===== src/hdl/bsfr_pkg.sv =====
// Package for the byte-stuffed frame receiver: line codes, status and register codes,
// reset values and the CRC configuration bundle. No dependencies.
`default_nettype none

package bsfr_pkg;

  localparam int unsigned MAX_FRAME_BYTES_DEF = 256;

  localparam int unsigned BYTE_W    = 8;
  localparam int unsigned CRC_W     = 16;
  localparam int unsigned CFG_IDX_W = 2;
  localparam int unsigned STAT_W    = 2;

  localparam logic [BYTE_W-1:0] FLAG_BYTE = 8'h7E;
  localparam logic [BYTE_W-1:0] ESC_BYTE  = 8'h7D;
  localparam logic [BYTE_W-1:0] ESC_XOR   = 8'h20;

  localparam logic [CRC_W-1:0] CRC_POLY_RST = 16'h1021;
  localparam logic [CRC_W-1:0] CRC_INIT_RST = 16'hFFFF;

  typedef enum logic [STAT_W-1:0] {
    STAT_GOOD     = 2'd0,
    STAT_BAD_LEN  = 2'd1,
    STAT_BAD_CRC  = 2'd2,
    STAT_OVERFLOW = 2'd3
  } frame_status_t;

  typedef enum logic [CFG_IDX_W-1:0] {
    CFG_CRC_POLY = 2'd0,
    CFG_CRC_INIT = 2'd1,
    CFG_CRC_REFL = 2'd2
  } cfg_index_t;

  typedef struct packed {
    logic [CRC_W-1:0] poly;
    logic             refl;
  } crc_cfg_t;

endpackage

`default_nettype wire


===== src/hdl/bsfr_if.sv =====
// Valid/ready channel interfaces for the frame receiver: line input, result output
// and configuration writes. Depends on bsfr_pkg.
`default_nettype none

interface bsfr_in_if
  import bsfr_pkg::*;
();
  logic              valid;
  logic              ready;
  logic [BYTE_W-1:0] rx_byte;

  modport source (output valid, output rx_byte, input ready);
  modport sink   (input valid, input rx_byte, output ready);
endinterface

interface bsfr_out_if
  import bsfr_pkg::*;
();
  logic              valid;
  logic              ready;
  logic              data_valid;
  logic [BYTE_W-1:0] data_byte;
  logic              frame_done;
  logic [STAT_W-1:0] frame_status;

  modport source (output valid, output data_valid, output data_byte, output frame_done,
                  output frame_status, input ready);
  modport sink   (input valid, input data_valid, input data_byte, input frame_done,
                  input frame_status, output ready);
endinterface

interface bsfr_cfg_if
  import bsfr_pkg::*;
();
  logic                 valid;
  logic                 ready;
  logic [CFG_IDX_W-1:0] reg_index;
  logic [CRC_W-1:0]     wr_data;

  modport source (output valid, output reg_index, output wr_data, input ready);
  modport sink   (input valid, input reg_index, input wr_data, output ready);
endinterface

`default_nettype wire


===== src/hdl/bsfr_crc.sv =====
// Byte-wide CRC-16 update, normal or reflected bit order, with programmable polynomial.
// Depends on bsfr_pkg.
`default_nettype none

module bsfr_crc
  import bsfr_pkg::*;
(
  input  crc_cfg_t          cfg,
  input  logic [CRC_W-1:0]  crc_in,
  input  logic [BYTE_W-1:0] data,
  output logic [CRC_W-1:0]  crc_out
);

  logic [CRC_W-1:0] rpoly;
  logic [CRC_W-1:0] c;

  always_comb begin
    for (int i = 0; i < CRC_W; i++) begin
      rpoly[i] = cfg.poly[CRC_W-1-i];
    end
    if (cfg.refl) begin
      c = crc_in ^ {{(CRC_W-BYTE_W){1'b0}}, data};
      for (int k = 0; k < BYTE_W; k++) begin
        c = c[0] ? ((c >> 1) ^ rpoly) : (c >> 1);
      end
    end else begin
      c = crc_in ^ {data, {(CRC_W-BYTE_W){1'b0}}};
      for (int k = 0; k < BYTE_W; k++) begin
        c = c[CRC_W-1] ? ((c << 1) ^ cfg.poly) : (c << 1);
      end
    end
    crc_out = c;
  end

endmodule

`default_nettype wire


===== src/hdl/byte_stuffed_frame_receiver.sv =====
// Byte-stuffed frame receiver: unescapes line bytes, delays data two bytes, checks length/CRC.
// The result is registered and presented in the cycle after the byte is accepted.
// Accepts one line byte per cycle while in ready is high; the byte-wide CRC update feeds the CRC register.
// in ready stays high unless a result is held with out ready low.
// Reset (rst_n low, synchronous): registers to defaults, frame state cleared, output empty.
// Depends on bsfr_pkg, bsfr_if and bsfr_crc.
`default_nettype none

module byte_stuffed_frame_receiver
  import bsfr_pkg::*;
#(
  parameter int unsigned MAX_FRAME_BYTES = MAX_FRAME_BYTES_DEF
) (
  input  wire logic  clk,
  input  wire logic  rst_n,
  bsfr_in_if.sink    in_ch,
  bsfr_out_if.source out_ch,
  bsfr_cfg_if.sink   cfg_ch
);

  localparam int unsigned CNT_W = $clog2(MAX_FRAME_BYTES + 1);
  localparam logic [CNT_W-1:0] CNT_MAX = CNT_W'(MAX_FRAME_BYTES);

  // configuration
  crc_cfg_t         crc_cfg_r;
  logic [CRC_W-1:0] crc_init_r;

  // frame state
  logic              esc_r,  esc_nxt;
  logic [CNT_W-1:0]  cnt_r,  cnt_nxt;
  logic [BYTE_W-1:0] decl_r, decl_nxt;
  logic [BYTE_W-1:0] held0_r, held0_nxt;
  logic [BYTE_W-1:0] held1_r, held1_nxt;
  logic [CRC_W-1:0]  crc_r,  crc_nxt;

  // result register
  logic              out_valid_r, out_valid_nxt;
  logic              dv_r, dv_nxt;
  logic [BYTE_W-1:0] db_r, db_nxt;
  logic              done_r, done_nxt;
  frame_status_t     stat_r, stat_nxt;

  logic              in_fire;
  logic [BYTE_W-1:0] b_data;
  logic [CNT_W-1:0]  cnt_inc;
  logic [CRC_W-1:0]  crc_upd;

  assign cfg_ch.ready = 1'b1;
  assign in_ch.ready  = !out_valid_r || out_ch.ready;
  assign in_fire      = in_ch.valid && in_ch.ready;

  assign out_ch.valid        = out_valid_r;
  assign out_ch.data_valid   = dv_r;
  assign out_ch.data_byte    = db_r;
  assign out_ch.frame_done   = done_r;
  assign out_ch.frame_status = stat_r;

  bsfr_crc u_crc (
    .cfg     (crc_cfg_r),
    .crc_in  (crc_r),
    .data    (held0_r),
    .crc_out (crc_upd)
  );

  always_ff @(posedge clk) begin
    if (!rst_n) begin
      crc_cfg_r.poly <= CRC_POLY_RST;
      crc_cfg_r.refl <= 1'b0;
      crc_init_r     <= CRC_INIT_RST;
    end else if (cfg_ch.valid && cfg_ch.ready) begin
      case (cfg_ch.reg_index)
        CFG_CRC_POLY: crc_cfg_r.poly <= cfg_ch.wr_data;
        CFG_CRC_INIT: crc_init_r     <= cfg_ch.wr_data;
        CFG_CRC_REFL: crc_cfg_r.refl <= cfg_ch.wr_data[0];
        default: ;
      endcase
    end
  end

  always_comb begin
    esc_nxt   = esc_r;
    cnt_nxt   = cnt_r;
    decl_nxt  = decl_r;
    held0_nxt = held0_r;
    held1_nxt = held1_r;
    crc_nxt   = crc_r;
    dv_nxt    = 1'b0;
    db_nxt    = '0;
    done_nxt  = 1'b0;
    stat_nxt  = STAT_GOOD;
    b_data    = esc_r ? (in_ch.rx_byte ^ ESC_XOR) : in_ch.rx_byte;
    cnt_inc   = cnt_r + CNT_W'(1);

    if (!esc_r && in_ch.rx_byte == FLAG_BYTE) begin
      done_nxt = 1'b1;
      if (cnt_r < CNT_W'(4) || (16'(cnt_r) - 16'd4) != 16'(decl_r)) begin
        stat_nxt = STAT_BAD_LEN;
      end else if (crc_r != {held1_r, held0_r}) begin
        stat_nxt = STAT_BAD_CRC;
      end
      cnt_nxt   = '0;
      decl_nxt  = '0;
      held0_nxt = '0;
      held1_nxt = '0;
      crc_nxt   = crc_init_r;
    end else if (!esc_r && in_ch.rx_byte == ESC_BYTE) begin
      esc_nxt = 1'b1;
    end else begin
      esc_nxt = 1'b0;
      if (cnt_r >= CNT_W'(2)) begin
        dv_nxt  = 1'b1;
        db_nxt  = held0_r;
        crc_nxt = crc_upd;
      end
      if (cnt_r == CNT_W'(1)) begin
        decl_nxt = b_data;
      end
      held0_nxt = held1_r;
      held1_nxt = b_data;
      cnt_nxt   = cnt_inc;
      if (cnt_inc >= CNT_MAX) begin
        done_nxt  = 1'b1;
        stat_nxt  = STAT_OVERFLOW;
        cnt_nxt   = '0;
        decl_nxt  = '0;
        held0_nxt = '0;
        held1_nxt = '0;
        crc_nxt   = crc_init_r;
      end
    end

    if (in_fire) begin
      out_valid_nxt = 1'b1;
    end else if (out_ch.ready) begin
      out_valid_nxt = 1'b0;
    end else begin
      out_valid_nxt = out_valid_r;
    end
  end

  always_ff @(posedge clk) begin
    if (!rst_n) begin
      esc_r       <= 1'b0;
      cnt_r       <= '0;
      decl_r      <= '0;
      held0_r     <= '0;
      held1_r     <= '0;
      crc_r       <= CRC_INIT_RST;
      out_valid_r <= 1'b0;
    end else begin
      out_valid_r <= out_valid_nxt;
      if (in_fire) begin
        esc_r   <= esc_nxt;
        cnt_r   <= cnt_nxt;
        decl_r  <= decl_nxt;
        held0_r <= held0_nxt;
        held1_r <= held1_nxt;
        crc_r   <= crc_nxt;
      end
    end
  end

  always_ff @(posedge clk) begin
    if (in_fire) begin
      dv_r   <= dv_nxt;
      db_r   <= db_nxt;
      done_r <= done_nxt;
      stat_r <= stat_nxt;
    end
  end

  // frame count never reaches the limit between beats
  a_cnt_below_max: assert property (@(posedge clk) disable iff (!rst_n)
    cnt_r < CNT_MAX)
    else $error("frame byte count at or above limit");

  // any frame end restarts the count
  a_done_restarts: assert property (@(posedge clk) disable iff (!rst_n)
    (in_fire && done_nxt) |=> (cnt_r == '0))
    else $error("count not cleared after frame end");

  // a nonzero status only goes out with frame_done
  a_status_with_done: assert property (@(posedge clk) disable iff (!rst_n)
    (out_valid_r && !done_r) |-> (stat_r == STAT_GOOD))
    else $error("status without frame end");

  // an accepted beat always produces a result next cycle
  a_beat_gives_result: assert property (@(posedge clk) disable iff (!rst_n)
    in_fire |=> out_valid_r)
    else $error("accepted beat lost");

endmodule

`default_nettype wire

===== src/flat_wrapper.sv =====
// flat-port wrapper written by rule: the top's interface ports become plain ports
module byte_stuffed_frame_receiver_flat import bsfr_pkg::*;
#(
  parameter int unsigned MAX_FRAME_BYTES = MAX_FRAME_BYTES_DEF
)
  (clk, rst_n, in_ch_valid, in_ch_rx_byte, in_ch_ready, out_ch_valid, out_ch_data_valid, out_ch_data_byte, out_ch_frame_done, out_ch_frame_status, out_ch_ready, cfg_ch_valid, cfg_ch_reg_index, cfg_ch_wr_data, cfg_ch_ready);
  bsfr_in_if in_ch_i ();
  bsfr_out_if out_ch_i ();
  bsfr_cfg_if cfg_ch_i ();
  input  wire logic clk;
  input  wire logic rst_n;
  input wire logic [$bits(in_ch_i.valid)-1:0] in_ch_valid;
  input wire logic [$bits(in_ch_i.rx_byte)-1:0] in_ch_rx_byte;
  output wire logic [$bits(in_ch_i.ready)-1:0] in_ch_ready;
  output wire logic [$bits(out_ch_i.valid)-1:0] out_ch_valid;
  output wire logic [$bits(out_ch_i.data_valid)-1:0] out_ch_data_valid;
  output wire logic [$bits(out_ch_i.data_byte)-1:0] out_ch_data_byte;
  output wire logic [$bits(out_ch_i.frame_done)-1:0] out_ch_frame_done;
  output wire logic [$bits(out_ch_i.frame_status)-1:0] out_ch_frame_status;
  input wire logic [$bits(out_ch_i.ready)-1:0] out_ch_ready;
  input wire logic [$bits(cfg_ch_i.valid)-1:0] cfg_ch_valid;
  input wire logic [$bits(cfg_ch_i.reg_index)-1:0] cfg_ch_reg_index;
  input wire logic [$bits(cfg_ch_i.wr_data)-1:0] cfg_ch_wr_data;
  output wire logic [$bits(cfg_ch_i.ready)-1:0] cfg_ch_ready;
  assign in_ch_i.valid = in_ch_valid;
  assign in_ch_i.rx_byte = in_ch_rx_byte;
  assign in_ch_ready = in_ch_i.ready;
  assign out_ch_valid = out_ch_i.valid;
  assign out_ch_data_valid = out_ch_i.data_valid;
  assign out_ch_data_byte = out_ch_i.data_byte;
  assign out_ch_frame_done = out_ch_i.frame_done;
  assign out_ch_frame_status = out_ch_i.frame_status;
  assign out_ch_i.ready = out_ch_ready;
  assign cfg_ch_i.valid = cfg_ch_valid;
  assign cfg_ch_i.reg_index = cfg_ch_reg_index;
  assign cfg_ch_i.wr_data = cfg_ch_wr_data;
  assign cfg_ch_ready = cfg_ch_i.ready;
  byte_stuffed_frame_receiver #(.MAX_FRAME_BYTES(MAX_FRAME_BYTES)) u_core (.clk(clk), .rst_n(rst_n), .in_ch(in_ch_i), .out_ch(out_ch_i), .cfg_ch(cfg_ch_i));
endmodule

===== config.mk =====
export PLATFORM = sky130hd
export DESIGN_NAME = byte_stuffed_frame_receiver_flat
export DESIGN_NICKNAME = d
export VERILOG_FILES = /design/src/hdl/bsfr_pkg.sv /design/src/hdl/bsfr_if.sv /design/src/hdl/bsfr_crc.sv /design/src/hdl/byte_stuffed_frame_receiver.sv /design/src/flat_wrapper.sv
export SDC_FILE = /design/constraint.sdc
export NUM_CORES = 1
export LEC_CHECK = 0
export BUFFER_PORTS_ARGS = -buffer_cell sky130_fd_sc_hd__clkbuf_2
export CORE_UTILIZATION = 63
export DETAILED_ROUTE_END_ITERATION = 8
export MAX_ROUTING_LAYER = met4
export PLACE_DENSITY_LB_ADDON = 0.15
export REMOVE_ABC_BUFFERS = 1
export SYNTH_ARGS = -nofsm -noshare
export SYNTH_HDL_FRONTEND = slang
export SYNTH_SLANG_ARGS = --single-unit

===== constraint.sdc =====
create_clock -name clk -period 4.3 [get_ports clk]
set_input_delay 0.43 -clock clk [delete_from_list [all_inputs] [get_ports clk]]
set_output_delay 0.43 -clock clk [all_outputs]
set_load 0.01 [all_outputs]

# Yosys cells after proc, flatten, opt, wreduce, memory -nomap -nowiden
# Cells that the tools add are included.
[totals]
in_bits = 31
ram_bits = 0
word_cells = 114
out_inout_bits = 15
mem_bits_ro = 0
mem_count = 0
latchBits = 0
reg_bits = 96
[classes]
div_mod_pow = 0
shifts = 0
add_sub_neg = 2
n_mul = 0
n_eq_ne = 8
n_reduce_logical = 20
n_lt_le_gt_ge = 3
mux = 46
bitwise_logic = 21
[ops]
columns = ["operator", "count"]
rows = [
  ["16-bit 2-to-1 mux", 21],
  ["16-bit bitwise XOR", 9],
  ["15-bit by 16-bit bitwise XOR with 16-bit output", 8],
  ["8-bit 2-to-1 mux", 10],
  ["9-bit 2-to-1 mux", 3],
  ["8-bit by 7-bit equality test with 1-bit output (second input constant)", 2],
  ["16-bit inequality test", 1],
  ["16-bit by 8-bit inequality test with 1-bit output", 1],
  ["16-bit by 8-bit bitwise XOR with 16-bit output", 1],
  ["2-bit 2-to-1 mux", 5],
  ["2-bit AND reduction", 5],
  ["9-bit by 3-bit subtractor with 10-bit output (second input constant)", 1],
  ["9-bit by 1-bit adder with 9-bit output (second input constant)", 1],
  ["9-bit by 1-bit equality test with 1-bit output (second input constant)", 1],
  ["9-bit by 2-bit >= comparator with 1-bit output (second input constant)", 1],
  ["9-bit >= comparator (second input constant)", 1],
  ["9-bit by 3-bit less-than comparator with 1-bit output (second input constant)", 1],
  ["1-bit 2-to-1 mux", 6],
  ["6-bit 2-to-1 mux", 1],
  ["3-bit AND reduction", 2],
  ["3-bit nonzero test", 2],
  ["1-bit logical AND", 3],
  ["1-bit NOT", 3],
  ["3-bit OR reduction", 1],
  ["8 further kinds", 10],
]

# Logic depth before layout (Yosys ltp)
[logic_depth]
depth_word = 22
depth_mapped = 17
depth_no_buf = 13

# Hierarchy
# A second synthesis with hierarchy kept.
[hier_totals]
cells_unflattened = 1159
area_unflattened_um2 = 9071.2
[modules_own_cells]
columns = ["mod", "area_per_inst_um2", "cells_each", "n_inst", "seq_area_each_um2"]
rows = [
  ["bsfr_crc", 4794.6, 735, 1, 0.0],
  ["byte_stuffed_frame_receiver", 4276.6, 424, 1, 2042.0],
]

# Worst setup path after synthesis
# No wires, ideal clock.
[synth_path]
path_type = "reg2reg"
startpoint = "register u_core.crc_r[15]"
endpoint = "register u_core.crc_r[5]"
t_arrival_ps = 3594
n_path_buf = 2
setup_ps = 117
t_required_ps = 4183
slack_ps = 589
stages_incl_launch_ff = 16
period_less_slack_ps = 3711
cell_sequence = "dfxtp_1 buf_2 xnor2_1 buf_2 o21ai_0 a21oi_1 o211a_1 a211o_1 xnor2_1 or4_4 a2111oi_0 nor2_1 xnor3_1 o211a_1 a31o_1 o22a_1"
[synth_via]
elab_chain_cells = 20
word_cells_on_any_way = 21
classes_between = "mux (13); bitwise (8)"
[synth_lines]
columns = ["element", "line_no", "rtl"]
rows = [
  ["start, declared", "byte_stuffed_frame_receiver.sv:34", "logic [CRC_W-1:0] crc_r, crc_nxt;"],
  ["start signal, assigned", "byte_stuffed_frame_receiver.sv:158", "crc_r <= crc_nxt;"],
  ["16-bit bitwise XOR *", "bsfr_crc.sv:27", "c = crc_in ^ {data, {(CRC_W-BYTE_W){1'b0}}};"],
  ["16-bit 2-to-1 mux *", "bsfr_crc.sv:29", "c = c[CRC_W-1] ? ((c << 1) ^ cfg.poly) : (c << 1);"],
  ["16-bit bitwise XOR", "bsfr_crc.sv:29", ""],
  ["16-bit 2-to-1 mux * (2 in a row)", "bsfr_crc.sv:29", ""],
  ["16-bit bitwise XOR or 16-bit 2-to-1 mux (tied branches)", "bsfr_crc.sv:29", ""],
  ["16-bit 2-to-1 mux *", "bsfr_crc.sv:29", ""],
  ["16-bit bitwise XOR or 16-bit 2-to-1 mux (tied branches)", "bsfr_crc.sv:29", ""],
  ["16-bit 2-to-1 mux *", "bsfr_crc.sv:29", ""],
  ["[... 3 more ...]", "--", ""],
  ["16-bit 2-to-1 mux *", "bsfr_crc.sv:29", ""],
  ["16-bit bitwise XOR or 16-bit 2-to-1 mux (tied branches)", "bsfr_crc.sv:29", ""],
  ["16-bit 2-to-1 mux *", "bsfr_crc.sv:29", ""],
  ["16-bit 2-to-1 mux *", "bsfr_crc.sv:21", "if (cfg.refl) begin"],
  ["16-bit 2-to-1 mux *", "byte_stuffed_frame_receiver.sv:110", "if (cnt_r >= CNT_W'(2)) begin"],
  ["16-bit 2-to-1 mux *", "byte_stuffed_frame_receiver.sv:121", "if (cnt_inc >= CNT_MAX) begin"],
  ["16-bit 2-to-1 mux *", "byte_stuffed_frame_receiver.sv:106", "end else if (!esc_r && in_ch.rx_byte == ESC_BYTE) begin"],
  ["16-bit 2-to-1 mux *", "byte_stuffed_frame_receiver.sv:94", "if (!esc_r && in_ch.rx_byte == FLAG_BYTE) begin"],
]
# Mark *: on every way between the ends. The rest lies on a longest branch, timed or not. The select of a mux whose other input is x is not followed.
# A chain may end at the register's enable or synchronous reset.

# Worst setup path in the final report
[layout_path]
startpoint = "register u_core.crc_r[2]"
endpoint = "register u_core.crc_r[3]"
[layout_via]
elab_chain_cells = 21
[layout_lines]
columns = ["element", "line_no", "rtl"]
rows = [
  ["16-bit by 8-bit bitwise XOR with 16-bit output *", "bsfr_crc.sv:22", "c = crc_in ^ {{(CRC_W-BYTE_W){1'b0}}, data};"],
  ["15-bit by 16-bit bitwise XOR with 16-bit output", "bsfr_crc.sv:24", "c = c[0] ? ((c >> 1) ^ rpoly) : (c >> 1);"],
  ["16-bit 2-to-1 mux *", "bsfr_crc.sv:24", ""],
  ["15-bit by 16-bit bitwise XOR with 16-bit output", "bsfr_crc.sv:24", ""],
  ["16-bit 2-to-1 mux * (2 in a row)", "bsfr_crc.sv:24", ""],
  ["15-bit by 16-bit bitwise XOR with 16-bit output", "bsfr_crc.sv:24", ""],
  ["16-bit 2-to-1 mux *", "bsfr_crc.sv:24", ""],
  ["15-bit by 16-bit bitwise XOR with 16-bit output", "bsfr_crc.sv:24", ""],
  ["[... 4 more ...]", "--", ""],
  ["16-bit 2-to-1 mux *", "bsfr_crc.sv:24", ""],
  ["15-bit by 16-bit bitwise XOR with 16-bit output", "bsfr_crc.sv:24", ""],
  ["16-bit 2-to-1 mux *", "bsfr_crc.sv:24", ""],
  ["16-bit 2-to-1 mux *", "bsfr_crc.sv:21", ""],
  ["16-bit 2-to-1 mux *", "byte_stuffed_frame_receiver.sv:110", ""],
  ["16-bit 2-to-1 mux *", "byte_stuffed_frame_receiver.sv:121", ""],
  ["16-bit 2-to-1 mux *", "byte_stuffed_frame_receiver.sv:106", ""],
  ["16-bit 2-to-1 mux *", "byte_stuffed_frame_receiver.sv:94", ""],
]
# Marked as above.

==> flow_metrics.py <==
metrics = {
    "clocking": {
        "cts_hold_buffers": 0,
        "cts_setup_buffers": 0,
        "clock-root-buffer": "clkbuf_16",
        "htreeDepth": 3,
        "ctsLongestPathBuffers": 2,
        "clock_sinks": 96,
        "numCtsBuffers": 9,
        "cts_tree": "yes",
        "clock_latency_ns": 0.36,
        "cts.clk_slew.worst_paths_ns": 0.07,
    },
    "floorplanning": {
        "rows": 43,
        "dieWidth_um": 121,
        "ios": 46,
        "initial_utilization_pct": 64.6,
        "die_h_um": 121,
        "core-area_um2": 13900,
        "die-area_um2": 14700,
    },
    "worst_setup_path": {
        "reg2regPathDepth": 14,
        "critPathRequiredTime_ns": 4.54,
        "start_kind": "register",
        "cpMostUsedCell": "a21oi_1",
        "cp.depth": 14,
        "crit_arrival_ns": 4.38,
        "end_kind": "register",
        "critical_path_class": "reg -> reg",
        "cp_slowest_stage_delay_ns": 0.57,
        "crit_slowest_cell": "dfxtp_1",
        "critPathTopFamily": "compound AO/OA/AOI/OAI gates",
        "crit_fanout": 6,
        "path_cells": "xor2_2, a21oi_1, o211ai_1, a21oi_1, o211a_1, a2111oi_2, xnor3_1, a22o_1, nand3_1, buf_4, nand3_1, xnor3_1, a221oi_1, a21oi_1",
        "crit_buf_inv": 1,
    },
    "place": {
        "placed_cells": 1414,
        "placed_area_um2": 9580,
        "hpwl_um": 20800,
        "pre_cts_slack_ns": -0.0531,
        "place.gp.congestion": 1.01,
        "port_buffers": 44,
    },
    "global_route": {
        "grt_pass1_wl_um": 44100,
        "grt_overflow": 0,
        "grt_pass1_vias": 8330,
        "grt.total_usage_pct": 40.4,
        "antenna_found_initial": 0,
        "grt_max_degree": 51,
    },
    "yosys": {
        "synth.area.top_cells": "xnor2_1 (20%), dfxtp_1 (19%), nand2_1 (13%)",
        "yosys.area.top_type": "xnor2_1",
        "yosys.area.top_type_share_pct": 19.5,
        "async_reset_ff_share_pct": 0,
        "ys_warn_count": 0,
        "synthFlopType": "dfxtp_1",
        "avgSynthCellArea_um2": 7.41,
        "synth.distinct_cells": 79,
        "ys_seq_area_share_pct": 22.8,
        "synth-edff-count": 12,
        "synthCells": 1210,
        "synth_seq_cells": 96,
        "synthesis.area_um2": 8970,
    },
    "cells_and_area": {
        "finalNetCount": 1282,
        "antenna_cells": 0,
        "stdcell_count": 1429,
        "syn_to_final_growth_pct": 11.3,
        "fin_area_um2": 9980,
        "drive_gt1_share_pct": 13.2,
    },
    "route": {
        "wirelength_um": 28000,
        "routed-via-count": 8830,
        "wl_per_cell_um": 19.6,
        "ant_nets": 0,
        "dr.first_iter.drc_count": 1169,
        "vias_per_cell": 6.18,
        "first_pass_iters": 5,
        "drc": 0,
    },
    "power_and_ir_drop": {
        "leakage_nw": 4.01,
        "p_per_area_nw_per_um2": 426,
        "vdd.ir_drop.worst_v": 0.000328,
    },
    "timing": {
        "skew_ns": 0.00996,
        "fmax_ghz": 0.241,
        "hold_viol": 0,
        "worst_pin_slew_ns": 1.06,
        "period_share_pct": 96.3,
        "fin_crit_ns": 4.14,
        "slew_violations": 0,
        "max_slew_margin_pct": 29.1,
        "rsz0062_at_grt": "no",
        "finalSetupViolations": 0,
        "fin_ws_ns": 0.158,
    },
    "worst_hold_path": {
        "worstHoldPathType": "in -> reg",
        "min_path_cells": 3,
    },
    "outcome": {
        "outcome": "complete, no violations",
    },
    "run": {
        "maxCapViolCount": 0,
    },
}
## layer usage
layer | vias to the layer above | routed length (um) | track usage [%]
li1 | 4164 | - | -
met3 | 129 | 2470 | 7.75
met4 | 0 | 1510 | 21.3
met5 | - | 0 | -
met1 | 4106 | 11700 | 51.8
met2 | 431 | 12400 | 60.0
## synthesized netlist by cell type (all sizes together), types with 12 or more instances
cell type,count
xor2,47
nand2,315
buf,29
nor2,53
dfxtp,84
a21boi,16
clkbuf,60
a22o,15
and2,17
nand3,61
o21ai,33
a21oi,38
edfxtp,12
inv,16
xnor2,204
nor3,15
and3,16
## layout by cell type, fill, tap and decap left out, types with 8 or more instances in the layout
master | synthesis | final
nand2_1 | 315 | 315
xnor2_1 | 200 | 197
dfxtp_1 | 84 | 82
buf_4 | 3 | 67
nand3_1 | 61 | 61
nor2_1 | 53 | 52
clkbuf_2 | 0 | 44
xor2_1 | 44 | 43
a21oi_1 | 38 | 38
o21ai_0 | 25 | 25
and3_1 | 16 | 16
and2_1 | 17 | 16
a21boi_0 | 16 | 16
inv_1 | 16 | 16
a22o_1 | 15 | 15
nor3_1 | 14 | 13
edfxtp_1 | 12 | 12
nor2b_1 | 11 | 11
nand4_1 | 11 | 11
xnor3_1 | 11 | 11
clkbuf_16 | 0 | 10
o21a_1 | 9 | 9
a22oi_1 | 9 | 9
nor4_1 | 9 | 9
o211a_1 | 9 | 9
o21ai_1 | 8 | 8
o211ai_1 | 8 | 8
## flip-flops by register name, summed over array words and instances (netlist names)
name and flops:
u_core.out_ch.valid 1, u_core.crc_r 16, u_core.out_ch.data_byte 8, u_core.esc_r 1
u_core.crc_init_r 16, u_core.out_ch.data_valid 1, u_core.decl_r 8, u_core.held1_r 8
u_core.out_ch.frame_done 1, u_core.held0_r 8, u_core.cnt_r 9, u_core.crc_cfg_r 17
u_core.out_ch.frame_status 2
## kinds of logic after synthesis
logic type | Yosys count | share of synthesized area, %
buffers and inverters | 105 | 4.80
and+or+nand+nor | 523 | 25.4
muxes | 9 | 1.09
DFF | 96 | 22.8
AOI/OAI and AO/OA | 208 | 17.2
adders and majority gates | 6 | 0.837
xor gates and xnor gates | 262 | 27.9
other | 1 | 0.0418
## through the flow
step	total power [mW]	utilization [%]	hold WS [ns]	TNS [ns]
after floorplan	2.68	-	0.438	-2.94
after global placement	3.25	69.0	0.454	0
after detailed placement	3.27	69.0	0.456	-0.0531
after CTS	4.18	71.4	0.305	0
after global routing	4.45	71.9	0.309	0
final	4.26	71.9	0.304	0
## where the power goes
group | total (mW) | switching [mW] | internal [mW]
registers | 1.04 | 0.0830 | 0.961
clock network | 0.912 | 0.367 | 0.545
logic | 2.30 | 1.25 | 1.05
total | 4.26 | 1.70 | 2.55
## timing repair
| item | CTS | global route |
|---|---|---|
| gates cloned | 0 | 0 |
| pin swaps | 0 | 0 |
| gates resized for setup | 1 | 13 |
| setup endpoints to repair | 1 | 16 |
## worst min-delay path: cells and delay by family
family,cells,cell delay [ns]
AND/OR/NAND/NOR,2,0.11
buffers and inverters,1,0.09
## layout make-up
type	count	area, um^2
clock buffers	11	254
clock inverters	4	77.6
repair buffers	113	754
flip-flops and latches	96	2040
inverters	16	60.1
well taps	180	225
fillers	1168	3900
multi-input cells	1009	6570
## final timing paths
check / startpoint / to / slack (ns)
min reg2reg: u_core.crc_init_r[11]$_SDFFE_PN1P_ / u_core.crc_init_r[11]$_SDFFE_PN1P_ / 0.48
max: u_core.crc_r[2]$_SDFFE_PN1P_ / u_core.crc_r[3]$_SDFFE_PN1P_ / 0.16
min: cfg_ch_wr_data[8] / u_core.crc_init_r[8]$_SDFFE_PN1P_ / 0.30
max reg2reg: u_core.crc_r[2]$_SDFFE_PN1P_ / u_core.crc_r[3]$_SDFFE_PN1P_ / 0.16
Power figures use the tool's default switching activity.
